==> config.mk <==
export PLATFORM = sky130hd
export DESIGN_NAME = mq2s_ctrl
export DESIGN_NICKNAME = d
export VERILOG_FILES = /design/src/rtl/core/mq2s_pkg.sv /design/src/rtl/core/mq2s_ctrl.sv
export SDC_FILE = /design/constraint.sdc
export NUM_CORES = 1
export LEC_CHECK = 0
export ABC_AREA = 1
export BUFFER_PORTS_ARGS = -buffer_cell sky130_fd_sc_hd__buf_2
export CAP_MARGIN = 10
export CORE_AREA = 2 2 39 41
export DETAILED_ROUTE_END_ITERATION = 16
export DIE_AREA = 0 0 41 43
export GPL_TIMING_DRIVEN = 0
export SYNTH_ARGS = -nofsm -noshare
export SYNTH_HDL_FRONTEND = slang
export SYNTH_SLANG_ARGS = --single-unit
==> constraint.sdc <==
create_clock -name clk -period 2.51 [get_ports clk]
set_input_delay 0 -clock clk [delete_from_list [all_inputs] [get_ports clk]]
set_output_delay 0 -clock clk [all_outputs]
set_load 0.02 [all_outputs]
==> src/rtl/core/mq2s_pkg.sv <==
// Package for the two-stack min queue: sizes, beat payload types,
// stack entry type and the command and status structs between controller and datapath.
// Used by every module of the block except the generic RAM.
`default_nettype none

package mq2s_pkg;

	localparam int DEPTH  = 1024;
	localparam int ADDR_W = $clog2(DEPTH);
	localparam int CNT_W  = $clog2(DEPTH + 1);
	localparam int DATA_W = 32;
	localparam int HELD_W = 12;

	localparam logic REQ_ENQ = 1'b0;
	localparam logic REQ_DEQ = 1'b1;

	typedef struct packed {
		logic                     req_type;
		logic signed [DATA_W-1:0] data_value;
	} req_t;

	typedef struct packed {
		logic signed [DATA_W-1:0] dequeued_value;
		logic signed [DATA_W-1:0] queue_min;
		logic [HELD_W-1:0]        held_count;
		logic                     is_empty;
		logic                     op_error;
	} rsp_t;

	// One stack slot: the value and the running minimum at that slot.
	typedef struct packed {
		logic signed [DATA_W-1:0] value;
		logic signed [DATA_W-1:0] run_min;
	} entry_t;

	typedef struct packed {
		logic start;       // clear per-request result registers
		logic set_err;
		logic push;        // write input stack top
		logic in_rd;       // read input stack top
		logic xfer_wr;     // move read value onto output stack
		logic out_rd_top;  // read output stack top
		logic pop;         // take top value, drop output count
		logic out_rd_next; // read entry below the popped one
		logic load_min;    // refresh output stack minimum
		logic emit;        // load result register
	} cmd_t;

	typedef struct packed {
		logic in_empty;
		logic in_full;
		logic in_last;
		logic out_empty;
		logic out_multi;
		logic res_busy;
	} status_t;

endpackage

`default_nettype wire

==> src/rtl/core/mq2s_ctrl.sv <==
// Controller of the two-stack min queue: sequences enqueue, transfer and
// dequeue steps and issues commands to the datapath. Depends on mq2s_pkg.
`default_nettype none

module mq2s_ctrl
	import mq2s_pkg::*;
(
	input  wire logic    clk,
	input  wire logic    arst_n,
	input  wire logic    req_valid,
	input  wire logic    req_type,
	output logic         req_stall,
	input  wire status_t status,
	output cmd_t         cmd
);

	typedef enum logic [2:0] {
		S_IDLE,
		S_XFER_RD,
		S_XFER_WR,
		S_POP_RD,
		S_POP_TOP,
		S_POP_MIN,
		S_RESP
	} state_t;

	state_t state_q, state_d;
	logic   accept;

	assign req_stall = (state_q != S_IDLE) | status.res_busy;
	assign accept    = req_valid & ~req_stall;

	always_comb begin
		cmd     = '0;
		state_d = state_q;
		unique case (state_q)
			S_IDLE: begin
				if (accept) begin
					cmd.start = 1'b1;
					if (req_type == REQ_ENQ) begin
						if (status.in_full) begin
							cmd.set_err = 1'b1;
						end else begin
							cmd.push = 1'b1;
						end
						state_d = S_RESP;
					end else if (status.in_empty && status.out_empty) begin
						cmd.set_err = 1'b1;
						state_d     = S_RESP;
					end else if (status.out_empty) begin
						state_d = S_XFER_RD;
					end else begin
						state_d = S_POP_RD;
					end
				end
			end
			S_XFER_RD: begin
				cmd.in_rd = 1'b1;
				state_d   = S_XFER_WR;
			end
			S_XFER_WR: begin
				cmd.xfer_wr = 1'b1;
				state_d     = status.in_last ? S_POP_RD : S_XFER_RD;
			end
			S_POP_RD: begin
				cmd.out_rd_top = 1'b1;
				state_d        = S_POP_TOP;
			end
			S_POP_TOP: begin
				cmd.pop = 1'b1;
				// fetch the new top's minimum only if something stays behind
				if (status.out_multi) begin
					cmd.out_rd_next = 1'b1;
					state_d         = S_POP_MIN;
				end else begin
					state_d = S_RESP;
				end
			end
			S_POP_MIN: begin
				cmd.load_min = 1'b1;
				state_d      = S_RESP;
			end
			S_RESP: begin
				cmd.emit = 1'b1;
				state_d  = S_IDLE;
			end
			default: begin
				state_d = S_IDLE;
			end
		endcase
	end

	always_ff @(posedge clk or negedge arst_n) begin
		if (!arst_n) begin
			state_q <= S_IDLE;
		end else begin
			state_q <= state_d;
		end
	end

endmodule

`default_nettype wire

## Word-level counts from Yosys, hierarchy flattened

Index checks and enable logic that the tools add are counted.

| storage, ports and cells | value |
|---|---|
| register bits after elaboration | 3 |
| bits of input ports | 10 |
| output and inout bits | 11 |

| operators by class | value |
|---|---|
| eq/ne operators | 7 |
| muxes and demuxes | 21 |
| bitwise operators | 3 |
| reductions and logical operators | 3 |

Operators by type and width:

| operator | count |
|---|---|
| $pmux W3 S6 | 1 |
| $mux W3 | 5 |
| $mux W1 | 11 |
| $eq A3 B3 Y1 const B | 3 |
| $mux W2 | 4 |
| $eq A3 B2 Y1 const B | 2 |
| $eq A3 B1 Y1 const B | 1 |
| $logic_not A3 Y1 | 1 |
| $reduce_bool A3 Y1 | 1 |
| $ne A2 B2 Y1 const B | 1 |
| $and A1 B1 Y1 | 1 |
| $logic_and A1 B1 Y1 | 1 |
| $not A1 Y1 | 1 |
| $or A1 B1 Y1 | 1 |

## Depth between registers and ports, before layout

Gate-level depths: netlist of the first run.

| logic depth | value |
|---|---|
| depth in word-level cells | 6 |
| depth in mapped cells | 6 |
| depth with buffers taken out | 6 |

## Worst setup path after synthesis of the first run

OpenSTA, ideal clock, no wires.

| path | value |
|---|---|
| kind | reg2out |
| from | register state_q[2] |
| to | output port cmd[7] (netlist name) |
| arrival | 1.064 ns |
| data required time | 2.510 ns |
| setup slack | 1.446 ns |
| stages on the path, launching flop included | 6 |
| path buffers | 0 |
| cell sequence | dfrtp_1 > nor2_2 > nand2_2 > inv_2 > nand3_2 > nor2_1 |

RTL lines:

| element | RTL line | text |
|---|---|---|
| from (decl) | mq2s_ctrl.sv:27 | `state_t state_q, state_d;` |
| from (signal assigned) | mq2s_ctrl.sv:97 | `state_q <= state_d;` |
| to (decl) | mq2s_ctrl.sv:14 | `output cmd_t cmd` |

==> results of run 1 <==
## placed cells by master, fill, tap and decap left out
| master | instances |
|---|---|
| buf_2 | 20 |
| clkbuf_1 | 1 |
| clkbuf_4 | 3 |
| dfrtp_1 | 3 |
| dlygate4sd3_1 | 1 |
| inv_1 | 11 |
| inv_2 | 4 |
| nand2_1 | 11 |
| nand2_2 | 1 |
| nand3_1 | 5 |
| nand3_2 | 1 |
| nand4_1 | 1 |
| nor2_1 | 12 |
| nor2_2 | 1 |
| nor3_1 | 1 |
| o21ai_1 | 1 |
| o21ai_2 | 1 |
| or2_2 | 1 |
## worst max path at each step
stage | start | end | slack, ns | cells after the start
floorplan | state_q[2] | cmd[7] | 1.45 | 5
global placement | state_q[2] | cmd[8] | 1.44 | 6
detailed placement | state_q[2] | cmd[8] | 1.41 | 6
CTS | state_q[2] | cmd[8] | 1.16 | 6
global route | state_q[2] | cmd[8] | 1.06 | 6
finish | state_q[2] | cmd[8] | 1.16 | 6
## stage by stage
stage | utilization [%] | total power, mW | cells | cell area, um2
global placement | 30.1 | 0.409 | 90 | 417
floorplan | - | 0.329 | 54 | 297
detailed placement | 30.1 | 0.412 | 90 | 417
CTS | 32.7 | 0.505 | 95 | 453
global route | 32.7 | 0.553 | 95 | 453
finish | 32.7 | 0.499 | 95 | 453
## where the power goes
group / leakage (nW) / switching (mW) / internal, mW
Clock: 0.0150 / 0.0285 / 0.0598
Sequential: 0.0375 / 0.0383 / 0.0721
Combinational: 0.271 / 0.196 / 0.104
Total: 0.324 / 0.263 / 0.236
## cell type report
cell class	instances	area (um2)	share of cell area, %
inverters	15	56.3	12.4
clock buffers	4	26.3	5.80
flip-flops and latches	3	75.1	16.6
well taps	16	20.0	4.42
repair buffers	21	110	24.3
multi-input cells	36	165	36.5
## metal layers
| layer | GRT usage [%] | routed length, um |
|---|---|---|
| met1 | 9.09 | 324 |
| met2 | 13.4 | 345 |
| met3 | 4.71 | 44 |
| met4 | 8.00 | 15 |
| met5 | 0 | 0 |
## Yosys cell counts (all sizes together)
master / count / area, um2
nand2: 12 / 47.6
nor3: 1 / 5.00
nor2: 13 / 51.3
o21ai: 2 / 13.8
dfrtp: 3 / 75.1
nand3: 6 / 35.0
inv: 15 / 56.3
nand4: 1 / 6.26
or2: 1 / 6.26
## cell families (layout without fill, tap and decap cells)
family / Yosys count / count (layout)
buffers and inverters: 15 / 40
flip-flops: 3 / 3
AND/OR/NAND/NOR: 34 / 34
AO/OA/AOI/OAI: 2 / 2
## worst max-delay path: cells and delay by family, from the launching register on
kind                   cells  cell delay [ns]
and+or+nand+nor            4             0.41
DFF                        1             0.44
buffers and inverters      2             0.24
==> metrics.md, run 1 <==
| Metric | Value |
|---|---|
| Worst VDD drop | `0.293 mV` |
| Share of cells above drive strength 1 | `40.5%` |
| Vias | `~380` |
| Fill count | `around 170` |
| ANT cells | `0` |
| Post-synthesis mux area share | `0%` |
| DRC | `0` |
| Largest regs | `state_q (3)` |
| Drt wl/cell | `between 7 and 8 um` |
| Clock Latency Late Sink | `about 0.24 ns` |
| Final Max Slew Viols | `0` |
| Clock Tree Root | `clkbuf_4` |
| DP HPWL | `about 580 um` |
| Worst r2r path cells | `6` |
| Placement Rows | `14` |
| Syn Area/Cell | `about 5.5 um2` |
| #FFs+latches synth | `3` |
| Bufs on Longest Clock Path | `2` |
| Remaining antenna violation count after routing | `0` |
| Post-Synth Adder-Cell Area | `0%` |
| DRT Pass-1 Iters | `3` |
| Die H | `between 40 and 50 um` |
| Total negative setup slack | `0 ns` |
| CTS tree | `done` |
| DIE AREA | `1760 um2` |
| Max reg flops | `3` |
| Core area | `about 1400 um2` |
| Final Setup Violations | `0` |
| Ys Warns | `0` |
| RR Startpoint | `state_q[2]` |
| Synth Area in XOR/XNOR | `0%` |
| Final WS setup | `between 1 and 1.5 ns` |
| Congestion Overflow GR | `0` |
| Area Growth Syn to Fin | `52.7%` |
| Largest net degree at the start of global routing | `7` |
| Total GRT Usage | `9.26%` |
| Setup Skew | `0.00204 ns` |
| TritonCTS Buffers | `3` |
| Starting Density | `around 21%` |
| H-tree levels | `1` |
| RePlAce Congestion | `0.709` |
| IO Port Bufs | `20` |
| Min Tclk post-route | `between 1 and 1.5 ns` |
| Hold Buf Count CTS | `1` |
| Largest family of logic cells by synthesized area | `simple AND/OR/NAND/NOR gates` |
| Clock slew at reported path FFs | `about 0.040 ns` |
| Worst hold path type | `in2reg` |
| Hold_ws | `0.0488 ns` |
| Max Fclk | `between 0.7 and 0.8 GHz` |
| # nets final | `90` |
| Clk sinks | `3` |
| Post_cts resized | `0` |
| R2r setup slk | `1.45 ns` |
| Critical Path Max Stage Delay | `around 0.44 ns` |
| Post-Syn Area | `roughly 300 um2` |
| Data arrival, critical path | `1.35 ns` |
| Worst-path cell chain | `nor2_2 -> nand2_2 -> inv_2 -> nand3_2 -> nor2_1 -> buf_2` |
| Post-Place Worst Slack | `about 1.4 ns` |
| Final hold violations | `0` |
| Critical path capture point type | `primary output` |
| Syn_nets | `64` |
| Final wirelength | `~730 um` |
| Drt via density | `3.98` |
| Status | `completed` |
| Antenna violations before repair | `0` |
| Chip width | `~41 um` |
| Vias in the first global route | `300` |
| Max-cap viol count | `0` |
| Hold_sp | `status[0]` |
| WHS Path Cells | `4` |
| Post-synthesis sequential area ratio | `about a quarter` |
| Critical Path Fanout Max | `6` |
| Compound-Gate Fraction of Synth Area | `about 4.6%` |
| Worst path required time | `between 2 and 3 ns` |
| # Post-CTS Setup Buffers | `0` |
| Leak | `approximately 0.32 nW` |
| Hold Path Sink | `state_q[1]` |
| Cell count after synthesis | `54` |
| Fin crit share | `between 50 and 60%` |
| Worst Path Class, Setup | `reg2out` |
| Post-Synth Simple-Gate Area | `51.1%` |
| Top-level I/O count | `21` |
| RSZ-0062 raised after global routing | `no` |
| CP Launch Type | `flop` |
| Slew headroom | `84.9%` |
| Biggest register | `state_q` |
| Synth cell types | `14` |
| Worst slew pin tran | `approximately 0.23 ns` |
| Power per cell area | `1100 nW/um2` |
| Slowest-stage cell, CP | `dfrtp_1` |
| First-pass GRT wire length | `1.02 mm` |
| DRT iter0 DRCs | `5` |
| RR Endpoint | `state_q[2]` |
Power figures use the tool's default switching activity.
==> run 2: changes to the inputs <==
--- a/config.mk
+++ b/config.mk
@@ -5,7 +5,7 @@
 export SDC_FILE = /design/constraint.sdc
 export NUM_CORES = 1
 export LEC_CHECK = 0
-export ABC_AREA = 1
+export ABC_AREA = 0
 export BUFFER_PORTS_ARGS = -buffer_cell sky130_fd_sc_hd__buf_2
 export CAP_MARGIN = 10
 export CORE_AREA = 2 2 39 41
==> constraint.sdc (replaced) <==
create_clock -name clk -period 1.15 [get_ports clk]
set_input_delay 0 -clock clk [delete_from_list [all_inputs] [get_ports clk]]
set_output_delay 0 -clock clk [all_outputs]
set_load 0.02 [all_outputs]
==> run 2 against run 1 <==
Register-to-register slack got worse by 1.5 ns; hold slack worse by 0.032 ns; non-clock buffer count rose by 10; the flow now finishes with violations (setup timing); via count decreased by 3.2%; cell count is 12% lower; setup slack got worse by 1.3 ns; die area stayed put; clock skew shrank 0.0019 ns; largest power group unchanged; sequential share of layout area fell by 5.0 points; highest routed layer unchanged; critical path depth shrank 2.
==> metrics.md, run 2 <==
| Metric | Value |
|---|---|
| Most common cell after layout, fill and taps aside | `buf_6` |
| Syn_nets | `45` |
| Congestion Overflow GR | `0` |
| Cell count after synthesis | `35` |
| Fin area | `between 600 and 700 um2` |
| Syn Area/Cell | `between 8 and 9 um2` |
| Final Setup Violations | `12` |
| Core area | `1380 um2` |
| DIE AREA | `1760 um2` |
| Bufs on Longest Clock Path | `2` |
| Ys Warns | `0` |
| Chip width | `41 um` |
| Synth cell types | `20` |
| CP Launch Type | `flop` |
| Failing checks | `setup timing` |
| Clock Tree Root | `clkbuf_4` |
| Post-synthesis mux area share | `0%` |
| Status | `complete, but fails checks` |
| Critical Path Fanout Max | `4` |
| Total GRT Usage | `a little under an eighth` |
| Starting Density | `about a fifth` |
| Slowest-stage cell, CP | `dfrtp_2` |
| Clk sinks | `3` |
| Asr flop ratio synth | `100%` |
| Worst Path Class, Setup | `reg2out` |
| Worst hold path type | `in2reg` |
| Largest regs | `state_q (3)` |
| First-pass GRT wire length | `1.40 mm` |
| Synth Area in XOR/XNOR | `0%` |
| Critical Path Max Stage Delay | `approximately 0.43 ns` |
| Top-level I/O count | `21` |
| Share of cells above drive strength 1 | `75.0%` |
| DP HPWL | `around 510 um` |
| Remaining antenna violation count after routing | `0` |
| Max reg flops | `3` |
| # nets final | `between 70 and 80` |
| Worst-path cell chain | `buf_6 -> nor3b_2 -> and2_1 -> buf_6` |
| Compound-Gate Fraction of Synth Area | `around a quarter` |
| Vias | `366` |
| Biggest register | `state_q` |
| Clock share of power | `a little over a tenth` |
| Power per cell area | `2640 nW/um2` |
| Min Tclk post-route | `between 1 and 1.5 ns` |
| #FFs+latches synth | `3` |
| Yosys top cell area share | `a little over a quarter` |
| Comb pwr share | `between 70% and 80%` |
| CTS tree | `done` |
| Area Growth Syn to Fin | `139%` |
| Area leader, netlist | `dfrtp_1` |
| Fin crit share | `112%` |
| Largest family of logic cells by synthesized area | `simple AND/OR/NAND/NOR gates` |
| Total placed instance area | `about 420 um2` |
| Critical path capture point type | `primary output` |
| Internal power | `about 1.0 mW` |
| IO Port Bufs | `20` |
| Post-Synth Adder-Cell Area | `0%` |
| Worst VDD drop | `approximately 0.78 mV` |
| Max Fclk | `roughly 0.77 GHz` |
| Clock slew at reported path FFs | `approximately 0.04 ns` |
| Post-Synth Simple-Gate Area | `39.7%` |
| Ys flop type | `dfrtp_1` |
| EDFF count, synth | `0` |
| Final WS setup | `-0.142 ns` |
| Max-cap viol count | `0` |
| DRT iter0 DRCs | `1` |
| Worst slew pin tran | `about 0.20 ns` |
| Net Switching | `about 0.75 mW` |
| Drt via density | `4.36` |
| H-tree levels | `1` |
| Slew headroom | `between 80 and 90%` |
| CP delay by family, top | `flip-flops` |
| Total negative setup slack | `-0.793 ns` |
| Cell mode on critical path | `buf_6` |
| Sequential Power Share | `about an eighth` |
| Drt wl/cell | `around 11 um` |
| Antenna violations before repair | `0` |
| RePlAce Congestion | `0.703` |
| Die H | `approximately 43 um` |
| Data arrival, critical path | `between 1 and 1.5 ns` |
| ANT cells | `0` |
| Final hold violations | `0` |
| Setup Skew | `between 0.0001 and 0.00015 ns` |
| DRC | `0` |
| Largest net degree at the start of global routing | `9` |
| Placement Rows | `14` |
| RSZ-0062 raised after global routing | `yes` |
| Clock Latency Late Sink | `0.24 ns` |
| Top post-synthesis cells by area | `dfrtp_1 (27%), nor3b_1 (8.0%), a21boi_4 (6.7%)` |
| TritonCTS Buffers | `3` |
| Leak | `between 0.3 and 0.4 nW` |
| Vias in the first global route | `362` |
| Worst path required time | `1.15 ns` |
| Worst Path Buf+Inv | `2` |
| Commonest cells in the netlist | `nand2_1 (4), nor2_1 (4)` |
| DRT Pass-1 Iters | `3` |
| Final Max Slew Viols | `0` |
| Final wirelength | `929 um` |
| Post-synthesis sequential area ratio | `between 20% and 30%` |
| Post-Syn Area | `roughly 280 um2` |
| Commonest non-fill, non-tap cells in the layout | `buf_6 (11), buf_2 (10), buf_4 (8)` |
| Sw Ratio | `a little over two fifths` |
==> run 2: changes by cell type in the layout (fill, tap and decap cells not counted), moves of 3 or more <==
cell     before  now
buf_4         0    8
inv_2         4    0
nor2_4        0    3
nand2_1      11    3
buf_2        20   10
nand3_1       5    0
inv_1        11    2
nor2_1       12    1
buf_6         0   11
==> run 2: area by class of cell <==
class	instances	area [um2]
repair buffers	30	253
fillers	141	714
well taps	16	20.0
multi-input cells	27	258
inverters	3	23.8
flip-flops and latches	3	77.6
plain buffers	1	11.3
clock buffers	4	26.3
==> run 2: kinds of logic after synthesis <==
| logic type | count (synthesis) |
|---|---|
| AOI/OAI and AO/OA | 7 |
| buffers and inverters | 5 |
| DFF | 3 |
| and+or+nand+nor | 20 |
==> run 2: what timing repair did <==
action,4_1_cts,5_1_grt
setup buffers,7,2
pin swaps,8,2
setup endpoints to repair,9,13
hold buffers,1,0
hold endpoints to repair,3,0
gates resized for setup,32,8
==> run 2: final timing paths <==
check                           startpoint          to  slack (ns)  depth (start not counted)
worst max-delay path            state_q[1]      cmd[2]       -0.14                          4
worst min register to register  state_q[0]  state_q[0]        0.55                          2
min in group asynchronous           arst_n  state_q[0]        0.09                          2
worst min-delay path             status[3]  state_q[1]        0.02                          3
worst max register to register  state_q[0]  state_q[2]       -0.02                          4
max in group asynchronous           arst_n  state_q[2]        0.95                          2
==> run 2: metal layers <==
metal  wire (um)  vias up  share of wire [%]  global-route usage [%]
li1            -      184                  -                       -
met1         354      166                 38                    14.4
met2         508       14                 55                    17.2
met3          46        2                5.0                    1.57
met4          19        0                2.0                    8.00
met5           0        -                  0                       0
==> run 2: power groups by stage <==
stage               Combinational, mW  Sequential (mW)  Clock (mW)
floorplan                       0.497            0.198           0
global placement                0.660            0.210           0
detailed placement              0.661            0.208           0
CTS                              1.11            0.222       0.198
global route                     1.44            0.231       0.204
finish                           1.35            0.225       0.190
==> run 2: metrics by stage <==
| step | total power [mW] | utilization, % | hold WS (ns) | std cells | setup slack (ns) |
|---|---|---|---|---|---|
| after detailed placement | 0.869 | 30.4 | -0.204 | 71 | -0.0807 |
| after floorplan | 0.695 | - | -0.296 | 35 | -0.000617 |
| final | 1.77 | 48.4 | 0.0165 | 84 | -0.142 |
| after global placement | 0.870 | 30.4 | -0.205 | 71 | -0.0671 |
| after global routing | 1.88 | 48.4 | 0.0501 | 84 | -0.209 |
| after CTS | 1.53 | 43.9 | 0.00211 | 82 | -0.113 |
==> run 2: worst register-to-register path, stage by stage, from the launching register on <==
cell,delay (ns)
dfrtp_1,0.36
buf_6,0.13
buf_6,0.13
or3b_1,0.35
a22oi_2,0.11
